==> src/rtl/lbp_pkg.sv <==
// Shared types and constants for the local-history branch predictor.
// Depends on nothing; imported by the core and the top level.
`default_nettype none

package lbp_pkg;

	// Operation codes of a query transaction
	localparam logic OP_PREDICT = 1'b0;
	localparam logic OP_UPDATE  = 1'b1;

	// Two-bit saturating counter bounds and prediction threshold
	localparam logic [1:0] CTR_MIN     = 2'd0;
	localparam logic [1:0] CTR_MAX     = 2'd3;
	localparam logic [1:0] CTR_WEAK_NT = 2'd1;

	// Width of the reported history field
	localparam int unsigned HIST_OUT_W = 4;

	typedef struct packed {
		logic        op;
		logic [31:0] branch_address;
		logic        actual_taken;
	} query_t;

	typedef struct packed {
		logic                  predict_taken;
		logic [1:0]            counter_value;
		logic [HIST_OUT_W-1:0] history_value;
	} result_t;

endpackage

`default_nettype wire

==> src/rtl/lbp_ram.sv <==
// Generic single-port-write, single-port-read RAM with registered read data.
// Depends on nothing; used for the history and counter tables.
`default_nettype none

module lbp_ram #(
	parameter int unsigned WIDTH = 4,
	parameter int unsigned DEPTH = 16
) (
	input  wire logic                     clk,
	input  wire logic                     we,
	input  wire logic [$clog2(DEPTH)-1:0] waddr,
	input  wire logic [WIDTH-1:0]         wdata,
	input  wire logic [$clog2(DEPTH)-1:0] raddr,
	output logic      [WIDTH-1:0]         rdata
);

	logic [WIDTH-1:0] mem [DEPTH];

	// Write port
	always_ff @(posedge clk) begin
		if (we) begin
			mem[waddr] <= wdata;
		end
	end

	// Registered read port, returns old data on a same-address write
	always_ff @(posedge clk) begin
		rdata <= mem[raddr];
	end

endmodule

`default_nettype wire

==> src/rtl/lbp_core.sv <==
// Sequencer of the predictor: clearing pass, history read, counter read,
// counter and history write-back, and the result register.
// Depends on lbp_pkg; drives the two lbp_ram instances in the top level.
`default_nettype none

module lbp_core
	import lbp_pkg::*;
#(
	parameter int unsigned ADDR_INDEX_BITS = 4,
	parameter int unsigned HISTORY_BITS    = 4
) (
	input  wire logic                                    clk,
	input  wire logic                                    arst_n,
	input  wire logic                                    query_valid,
	output logic                                         query_stall,
	input  wire query_t                                  query,
	output logic                                         result_valid,
	input  wire logic                                    result_stall,
	output result_t                                      result,
	// History table port
	output logic                                         hist_we,
	output logic [ADDR_INDEX_BITS-1:0]                   hist_waddr,
	output logic [HISTORY_BITS-1:0]                      hist_wdata,
	output logic [ADDR_INDEX_BITS-1:0]                   hist_raddr,
	input  wire logic [HISTORY_BITS-1:0]                 hist_rdata,
	// Counter table port
	output logic                                         ctr_we,
	output logic [ADDR_INDEX_BITS+HISTORY_BITS-1:0]      ctr_waddr,
	output logic [1:0]                                   ctr_wdata,
	output logic [ADDR_INDEX_BITS+HISTORY_BITS-1:0]      ctr_raddr,
	input  wire logic [1:0]                              ctr_rdata
);

	localparam int unsigned CTR_AW = ADDR_INDEX_BITS + HISTORY_BITS;

	typedef enum logic [4:0] {
		ST_CLEAR = 5'b00001,
		ST_IDLE  = 5'b00010,
		ST_HIST  = 5'b00100,
		ST_CTR   = 5'b01000,
		ST_DONE  = 5'b10000
	} state_t;

	state_t                     state_q;
	logic [CTR_AW-1:0]          clr_idx_q;
	logic [ADDR_INDEX_BITS-1:0] row_q;
	logic                       update_q;
	logic                       taken_q;
	logic                       result_valid_q;
	result_t                    result_q;

	logic       accept;
	logic       fire;
	logic [1:0] ctr_next;

	// Finish a transaction when the result register is free or being emptied
	assign fire        = (state_q == ST_DONE) && (!result_valid_q || !result_stall);
	assign query_stall = !((state_q == ST_IDLE) || fire);
	assign accept      = query_valid && !query_stall;

	// Saturate the selected counter towards the outcome
	always_comb begin
		ctr_next = ctr_rdata;
		if (taken_q) begin
			if (ctr_rdata != CTR_MAX) begin
				ctr_next = ctr_rdata + 2'd1;
			end
		end else begin
			if (ctr_rdata != CTR_MIN) begin
				ctr_next = ctr_rdata - 2'd1;
			end
		end
	end

	// Table reads follow the captured row and the history just read
	assign hist_raddr = row_q;
	assign ctr_raddr  = {row_q, hist_rdata};

	// Write back on update, or zero every entry during the clearing pass
	always_comb begin
		if (state_q == ST_CLEAR) begin
			hist_we    = 1'b1;
			hist_waddr = clr_idx_q[ADDR_INDEX_BITS-1:0];
			hist_wdata = '0;
			ctr_we     = 1'b1;
			ctr_waddr  = clr_idx_q;
			ctr_wdata  = CTR_MIN;
		end else begin
			hist_we    = fire && (update_q == OP_UPDATE);
			hist_waddr = row_q;
			hist_wdata = HISTORY_BITS'({hist_rdata, taken_q});
			ctr_we     = fire && (update_q == OP_UPDATE);
			ctr_waddr  = {row_q, hist_rdata};
			ctr_wdata  = ctr_next;
		end
	end

	// Sequencer and clearing index
	always_ff @(posedge clk or negedge arst_n) begin
		if (!arst_n) begin
			state_q   <= ST_CLEAR;
			clr_idx_q <= '0;
		end else begin
			case (state_q)
				ST_CLEAR: begin
					clr_idx_q <= clr_idx_q + 1'b1;
					if (clr_idx_q == '1) begin
						state_q <= ST_IDLE;
					end
				end
				ST_IDLE: begin
					if (accept) begin
						state_q <= ST_HIST;
					end
				end
				ST_HIST: state_q <= ST_CTR;
				ST_CTR:  state_q <= ST_DONE;
				ST_DONE: begin
					if (accept) begin
						state_q <= ST_HIST;
					end else if (fire) begin
						state_q <= ST_IDLE;
					end
				end
				default: state_q <= ST_CLEAR;
			endcase
		end
	end

	// Capture the accepted transaction
	always_ff @(posedge clk) begin
		if (accept) begin
			row_q    <= query.branch_address[ADDR_INDEX_BITS-1:0];
			update_q <= query.op;
			taken_q  <= query.actual_taken;
		end
	end

	// Result valid flag
	always_ff @(posedge clk or negedge arst_n) begin
		if (!arst_n) begin
			result_valid_q <= 1'b0;
		end else if (fire) begin
			result_valid_q <= 1'b1;
		end else if (!result_stall) begin
			result_valid_q <= 1'b0;
		end
	end

	// Result payload: state as it stood before this transaction
	always_ff @(posedge clk) begin
		if (fire) begin
			result_q.predict_taken <= (ctr_rdata > CTR_WEAK_NT);
			result_q.counter_value <= ctr_rdata;
			result_q.history_value <= HIST_OUT_W'(hist_rdata);
		end
	end

	assign result_valid = result_valid_q;
	assign result       = result_q;

endmodule

`default_nettype wire

==> src/rtl/local_two_bit_branch_predictor_top.sv <==
// Top level of the two-level local-history branch predictor.
// Depends on lbp_pkg, lbp_ram and lbp_core.
//
// Usage:
//   Query channel (query_valid, query_stall, query) carries one branch per
//   transaction: op selects predict or update, branch_address picks the
//   history row, actual_taken is the outcome on update.
//   Result channel (result_valid, result_stall, result) returns exactly one
//   transaction per query: the prediction, the selected counter and the
//   selected history as they stood before the query.
//   A query passes the history read, counter read and write-back states
//   before its result is registered; a new query is taken only as the last
//   one finishes, as the counter read depends on the history read, each
//   through a memory with registered read data. After reset both tables
//   are zeroed by a clearing pass over all 2^(ADDR_INDEX_BITS+HISTORY_BITS)
//   counter entries (256 at the defaults), during which query_stall is high.
//   While result_stall is high the result is held in the output register;
//   one further query may be accepted and worked on meanwhile, and it
//   completes once the output register frees.
`default_nettype none

module local_two_bit_branch_predictor_top
	import lbp_pkg::*;
#(
	parameter int unsigned ADDR_INDEX_BITS = 4,
	parameter int unsigned HISTORY_BITS    = 4
) (
	input  wire logic    clk,
	input  wire logic    arst_n,
	input  wire logic    query_valid,
	output logic         query_stall,
	input  wire query_t  query,
	output logic         result_valid,
	input  wire logic    result_stall,
	output result_t      result
);

	localparam int unsigned ROWS      = 1 << ADDR_INDEX_BITS;
	localparam int unsigned CTR_AW    = ADDR_INDEX_BITS + HISTORY_BITS;
	localparam int unsigned CTR_DEPTH = 1 << CTR_AW;

	logic                       hist_we;
	logic [ADDR_INDEX_BITS-1:0] hist_waddr;
	logic [HISTORY_BITS-1:0]    hist_wdata;
	logic [ADDR_INDEX_BITS-1:0] hist_raddr;
	logic [HISTORY_BITS-1:0]    hist_rdata;
	logic                       ctr_we;
	logic [CTR_AW-1:0]          ctr_waddr;
	logic [1:0]                 ctr_wdata;
	logic [CTR_AW-1:0]          ctr_raddr;
	logic [1:0]                 ctr_rdata;

	// Local history table
	lbp_ram #(
		.WIDTH(HISTORY_BITS),
		.DEPTH(ROWS)
	) u_hist_ram (
		.clk  (clk),
		.we   (hist_we),
		.waddr(hist_waddr),
		.wdata(hist_wdata),
		.raddr(hist_raddr),
		.rdata(hist_rdata)
	);

	// Two-bit counter table
	lbp_ram #(
		.WIDTH(2),
		.DEPTH(CTR_DEPTH)
	) u_ctr_ram (
		.clk  (clk),
		.we   (ctr_we),
		.waddr(ctr_waddr),
		.wdata(ctr_wdata),
		.raddr(ctr_raddr),
		.rdata(ctr_rdata)
	);

	// Sequencer and result register
	lbp_core #(
		.ADDR_INDEX_BITS(ADDR_INDEX_BITS),
		.HISTORY_BITS   (HISTORY_BITS)
	) u_core (
		.clk         (clk),
		.arst_n      (arst_n),
		.query_valid (query_valid),
		.query_stall (query_stall),
		.query       (query),
		.result_valid(result_valid),
		.result_stall(result_stall),
		.result      (result),
		.hist_we     (hist_we),
		.hist_waddr  (hist_waddr),
		.hist_wdata  (hist_wdata),
		.hist_raddr  (hist_raddr),
		.hist_rdata  (hist_rdata),
		.ctr_we      (ctr_we),
		.ctr_waddr   (ctr_waddr),
		.ctr_wdata   (ctr_wdata),
		.ctr_raddr   (ctr_raddr),
		.ctr_rdata   (ctr_rdata)
	);

endmodule

`default_nettype wire
==> config.mk <==
export PLATFORM = sky130hd
export DESIGN_NAME = local_two_bit_branch_predictor_top
export DESIGN_NICKNAME = d
export VERILOG_FILES = /design/src/rtl/lbp_pkg.sv /design/src/rtl/lbp_ram.sv /design/src/rtl/lbp_core.sv /design/src/rtl/local_two_bit_branch_predictor_top.sv
export SDC_FILE = /design/constraint.sdc
export NUM_CORES = 1
export LEC_CHECK = 0
export ABC_AREA = 1
export BUFFER_PORTS_ARGS = -buffer_cell sky130_fd_sc_hd__buf_2
export CORE_ASPECT_RATIO = 1.75
export CORE_UTILIZATION = 40
export CTS_CLUSTER_DIAMETER = 150
export DETAILED_ROUTE_END_ITERATION = 10
export MAX_ROUTING_LAYER = met4
export PLACE_DENSITY = 0.6
export SETUP_SLACK_MARGIN = 0.05
export SLEW_MARGIN = 20
export SYNTH_ARGS = -nofsm -noshare
export SYNTH_HDL_FRONTEND = slang
export SYNTH_SLANG_ARGS = --single-unit
export TNS_END_PERCENT = 20
==> constraint.sdc <==
create_clock -name clk -period 42.5 [get_ports clk]
set_input_delay 4.25 -clock clk [delete_from_list [all_inputs] [get_ports clk]]
set_output_delay 4.25 -clock clk [all_outputs]
set_load 0.01 [all_outputs]
Word-level counts from Yosys, hierarchy flattened:

Memories as Yosys holds them, arrays and structs flattened. A register that Yosys moved wholly into a read port is not among the register bits.
Index checks and enable logic that the tools add are counted.
Widths: inputs -> output; s select.

* add/sub/neg operators: 3
* $lt $le $gt $ge: 1
* equality and inequality tests: 11
* muxes and demuxes: 17
* reductions and logical operators: 10

Operator list (number)
* $pmux 5 s5: 1
* $mux 5: 4
* $add 8x1->8 const B: 1
* $eq 8x8->1 const B: 1
* $mux 2: 4
* $mux 4: 2
* $mux 8: 1
* $eq 5x1->1 const B: 1
* $eq 5x2->1 const B: 1
* $eq 5x3->1 const B: 1
* $eq 5x4->1 const B: 1
* $eq 5x5->1 const B: 1
* $mux 1: 5
* $ne 2x1->1 const B: 2
* $ne 2x2->1 const B: 2
* $logic_and 1x1->1: 3
* $logic_not 1->1: 3
* $ne 3x1->1 const B: 1
* $reduce_and 3->1: 1
* $add 2x1->2 const B: 1
* $gt 2x1->1 const B: 1
* $logic_or 1x1->1: 2
* $reduce_bool 2->1: 1
* $sub 2x1->2 const B: 1

* register bits: 27
* memory bits (writable): 576
* input bits: 38
* output and inout bits: 9
* logic and storage cells: 53
* memories: 2

Memories
* u_ctr_ram.mem: depth 256, width 2, rd ports 1, clocked after memory_dff 1, write ports 1, line lbp_ram.sv:17 `logic [WIDTH-1:0] mem [DEPTH];`
* u_hist_ram.mem: depth 16, width 4, rd ports 1, clocked after memory_dff 1, write ports 1, line lbp_ram.sv:17

Logic depth before layout (Yosys ltp):

* depth in word-level cells: 7
* mapped depth: 14
* depth with buffers taken out: 12

By module:

From an unflattened synthesis, not the netlist that was laid out.

* cell total of the unflattened synthesis: 2501
* area total of the unflattened synthesis: 26472.9 µm²

By module, submodules not included
* lbp_ram at u_ctr_ram: instances 1, cells each 2055, area each 22126.2 µm²
* lbp_ram at u_hist_ram: instances 1, cells each 290, area each 2966.6 µm²
* lbp_core: instances 1, cells each 156, area each 1380.1 µm²

Worst setup path after synthesis:

Ideal clock, no wire load.

* path type: register to register
* start: reg u_core.state_q[0]
* end: mem u_ctr_ram.mem[0][0] (data pin)
* setup time: 2.247 ns
* arrival: 11.194 ns
* required time: 40.253 ns
* setup slack: 29.059 ns
* stages on the path, launching flop included: 7
* path buffers: 1
* clock period less this slack: 13.441 ns
* path through: dfstp_2 inv_2 nor2_1 nand2_1 nor2_4 clkbuf_1 a211oi_1

* longest elaborated chain between the ends: 2

Ends and longest elaborated chain
* from (decl): line lbp_core.sv:44 `state_t state_q;`
* from (signal assigned): line lbp_core.sv:101 `state_q <= ST_CLEAR;`
* from (signal assigned): line lbp_core.sv:108 `state_q <= ST_IDLE;`
* from (signal assigned): line lbp_core.sv:113 `state_q <= ST_HIST;`
* $eq 5x1->1: line lbp_core.sv:81 `if (state_q == ST_CLEAR) begin`
* $mux 2: line lbp_core.sv:81
* named net ctr_wdata[0]: line local_two_bit_branch_predictor_top.sv:49 `logic [1:0] ctr_wdata;`
* to (decl): line lbp_ram.sv:17

The timed path passes the listed nets, and every way through them passes these cells.

Final worst setup path:

* start: in result_stall
* end: out query_stall

* longest elaborated chain between the ends: 5

Ends and longest elaborated chain
* from (decl): line local_two_bit_branch_predictor_top.sv:34 `input wire logic result_stall,`
* $logic_not 1->1: line lbp_core.sv:57 `assign fire = (state_q == ST_DONE) && (!result_valid_q || !result_stall);`
* $logic_or 1x1->1: line lbp_core.sv:57
* $logic_and 1x1->1: line lbp_core.sv:57
* named net u_core.fire: line lbp_core.sv:53 `logic fire;`
* $logic_or 1x1->1: line lbp_core.sv:58 `assign query_stall = !((state_q == ST_IDLE) || fire);`
* $logic_not 1->1: line lbp_core.sv:58
* to (decl): line local_two_bit_branch_predictor_top.sv:31 `output logic query_stall,`

The timed path passes the listed nets, and every way through them passes these cells.

==> metrics.md <==
| Metric | Value |
|---|---|
| Outcome | `completed` |
| Hold_buf cts | `0` |
| Setup WS post-layout | `32.82 ns` |
| Initial core utilization | `0.406` |
| Die Wd | `194 um` |
| Register area share after synthesis | `0.705` |
| CP max FO | `9` |
| Final WL | `65100 um` |
| Synth Area per Inst | `11.0 sq um` |
| Setup TNS | `0 ns` |
| Synth warn | `0` |
| DR pass1 iterations | `7` |
| Number of synthesized flops with an enable pin | `589` |
| Post-synth net total | `2382` |
| Final nets | `2326` |
| Cells after Synth | `2343` |
| WL met1 | `23900 um` |
| DRT iter0 DRCs | `1447` |
| Share of the synthesized area in the top cell type | `0.686` |
| Total vias in the final route | `17330` |
| CP Data Required Time | `38.25 ns` |
| Count of cell types in the netlist | `40` |
| Post-layout util | `0.447` |
| CP arrival | `5.43 ns` |
| Clock buffer depth | `3` |
| Post-synth top flop | `edfxtp_1` |
| Clock sink count | `609` |
| Rel. slew slack | `0.189` |
| Period utilization | `0.228` |
| Top Layer Used | `met4` |
| Total grt overflow | `0` |
| All-layer global routing usage | `0.203` |
| Crit. End Element | `output pin` |
| Global-route wire length before repair | `97500 um` |
| Syn Std Cell Area | `25800 sq um` |
| Ports | `47` |
| MaxCap Viol Count | `0` |
| N_diodes | `0` |
| Final Max Slew Viols | `0` |
| Fillers | `5890` |
| Largest net degree at the start of global routing | `257` |
| Clock period minus worst slack | `9.68 ns` |
| Clk root buf | `clkbuf_16` |
| Pre-CTS WS | `32.75 ns` |
| Die area | `65500 sq um` |
| Vias in the first global route | `17311` |
| Buf/Inv on CP | `3` |
| Crit path launch type | `input port` |
| Post-CTS resize count | `0` |
| Critical path, cell by cell | `buf_2, nand2_1, inv_1, nor2_1, nor2_1, buf_2` |
| Worst min-delay path category | `reg -> reg` |
| Ranking of synthesized cells by area | `edfxtp_1 69%, nand3_1 10%, nand2_1 8.5%, nor2_1 4.5%, clkbuf_1 1.7%` |
| H-tree depth | `2` |
| Wire length on met2 | `34700 um` |
| Insertion delay to the later sink of the worst-skew pair | `0.60 ns` |
| Row count | `122` |
| Die height | `338 um` |
| Final ANT Viol Nets | `0` |
| CP max stage cell | `nor2_1` |
| Reg clk slew, reported paths | `0.07 ns` |
| Num CTS Buffers | `51` |
| DP HPWL | `36300 um` |
| Clock skew | `0.0139 ns` |
| Slowest stage delay, CP | `0.61 ns` |
| Met3 wire length | `3640 um` |
| CTS tree | `built` |
| Setup Buffers After CTS | `0` |
| # DRC | `0` |
| Post-synth top cells | `589 x edfxtp_1, 581 x nand2_1, 518 x nand3_1` |
| Area grow syn2layout | `10.1%` |
| Worst-margin pin slew | `1.22 ns` |
| Most frequent cell after synthesis | `edfxtp_1` |
| Endpoints failing setup | `0` |
| Core Box Area | `63500 sq um` |
| Ratio of cells with drive above 1 in the final layout | `0.0846` |
| Pwr/cell area | `59.3 nW/um^2` |
| P_leak | `9.71 nW` |
| CP delay by family, top | `simple AND/OR/NAND/NOR gates` |
| Synth Register Bits | `609` |
| Pwr Total | `0.00168 W` |
| Largest area contributor in the netlist | `edfxtp_1` |
| RD Place Congestion | `0.796` |
| Vias per inst | `5.53` |
| Port bufs | `18` |
| Asr flop ratio synth | `0.0230` |
| Antenna violations before repair | `0` |
| RSZ-0062 raised after global routing | `no` |
| Fmax | `0.103 GHz` |
| Peak supply drop | `0.116 mV` |
| CP Class | `in -> out` |
| Final-report hold violation count | `0` |
| Wire length per cell | `20.8 um` |
-- final cells by class --
| class | instances | area (sq um) | area share |
|---|---|---|---|
| Timing Repair Buffer | 50 | 347 | 0.0122 |
| Tap cell | 806 | 1010 | 0.0356 |
| Clock buffer | 58 | 1360 | 0.0478 |
| Inverter | 36 | 148 | 0.00521 |
| Clock inverter | 36 | 444 | 0.0157 |
| Sequential cell | 609 | 18200 | 0.641 |
| Multi-Input combinational cell | 1539 | 6890 | 0.243 |
-- sequential cells by signal, summed over array words and instances (netlist names) --
register / flops
u_core.clr_idx_q: 8
u_hist_ram.rdata: 4
u_hist_ram.mem: 64
u_core.result_valid: 1
u_ctr_ram.mem: 512
u_core.state_q: 5
u_core.taken_q: 1
u_core.update_q: 1
u_ctr_ram.rdata: 2
u_core.hist_raddr: 4
u_core.result: 7
-- path summary, 6_finish.rpt --
kind | startpoint | to | slack, ns | cells after the start
max | result_stall | query_stall | 32.82 | 6
min | u_core.result_valid$_DFFE_PN0P_ | u_core.result_valid$_DFFE_PN0P_ | 0.52 | 2
max reg2reg | u_hist_ram.rdata[1]$_DFF_P_ | u_ctr_ram.mem[243][1]$_DFFE_PP_ | 38.72 | 8
min reg2reg | u_core.result_valid$_DFFE_PN0P_ | u_core.result_valid$_DFFE_PN0P_ | 0.52 | 2
max in group asynchronous | arst_n | u_core.state_q[0]$_DFFE_PN1P_ | 38.65 | 1
min in group asynchronous | arst_n | u_core.state_q[1]$_DFFE_PN0P_ | 3.56 | 1
-- routing by layer --
metal,global-route usage,up-vias
met4,0.0956,0
li1,-,8059
met5,-,-
met1,0.219,8550
met2,0.374,577
met3,0.0225,144
-- per-stage QoR --
step / instances / cell area, sq um / hold slack [ns]
floorplan: 2343 / 25800 / 0.406
global placement: 3040 / 26600 / 0.478
detailed placement: 3040 / 26600 / 0.504
CTS: 3134 / 28400 / 0.517
global route: 3134 / 28400 / 0.543
finish: 3134 / 28400 / 0.518
-- where the power goes --
group          internal (W)  switching, W  leakage (nW)
Clock              0.000291      0.000214         0.882
Combinational     0.0000770      0.000326          3.21
Sequential         0.000757     0.0000160          5.62
Total               0.00112      0.000556          9.71
-- kinds of logic (layout without fill, tap and decap cells) --
logic type / Yosys count / count (layout) / share of synthesized area
adders and majority gates: 1 / 1 / 0.000485
AOI/OAI and AO/OA: 69 / 69 / 0.0177
buffers and inverters: 195 / 180 / 0.0297
DFF: 609 / 609 / 0.705
xor gates and xnor gates: 6 / 6 / 0.00204
and+or+nand+nor: 1463 / 1463 / 0.245
-- cells in the final DEF (no fill, tap or decap), types with 3 or more instances in the layout --
cell type,n
nand2_1,581
edfxtp_1,589
nor4_1,7
nand2_2,13
bufinv_16,10
dfrtp_1,13
nor2_2,11
o21ai_0,37
inv_1,24
nor2_4,9
o221ai_1,11
o211ai_1,5
nand3_1,514
inv_2,9
clkinv_1,7
buf_4,30
nor3_1,9
nand3_2,5
o22ai_1,5
clkbuf_16,53
nor2_1,309
clkinvlp_4,3
clkinv_2,12
xor2_1,4
clkbuf_1,4
buf_2,18
-- worst register-to-register path, stage by stage, from the launching register on --
cell,delay [ns]
dfxtp_4,0.89
inv_4,0.54
nor2_1,0.37
nor2_4,0.11
inv_2,0.12
nand2_1,0.17
inv_2,0.14
nand3_2,0.66
nor2_1,0.45
No activity file was read; power rests on OpenSTA's default activity.
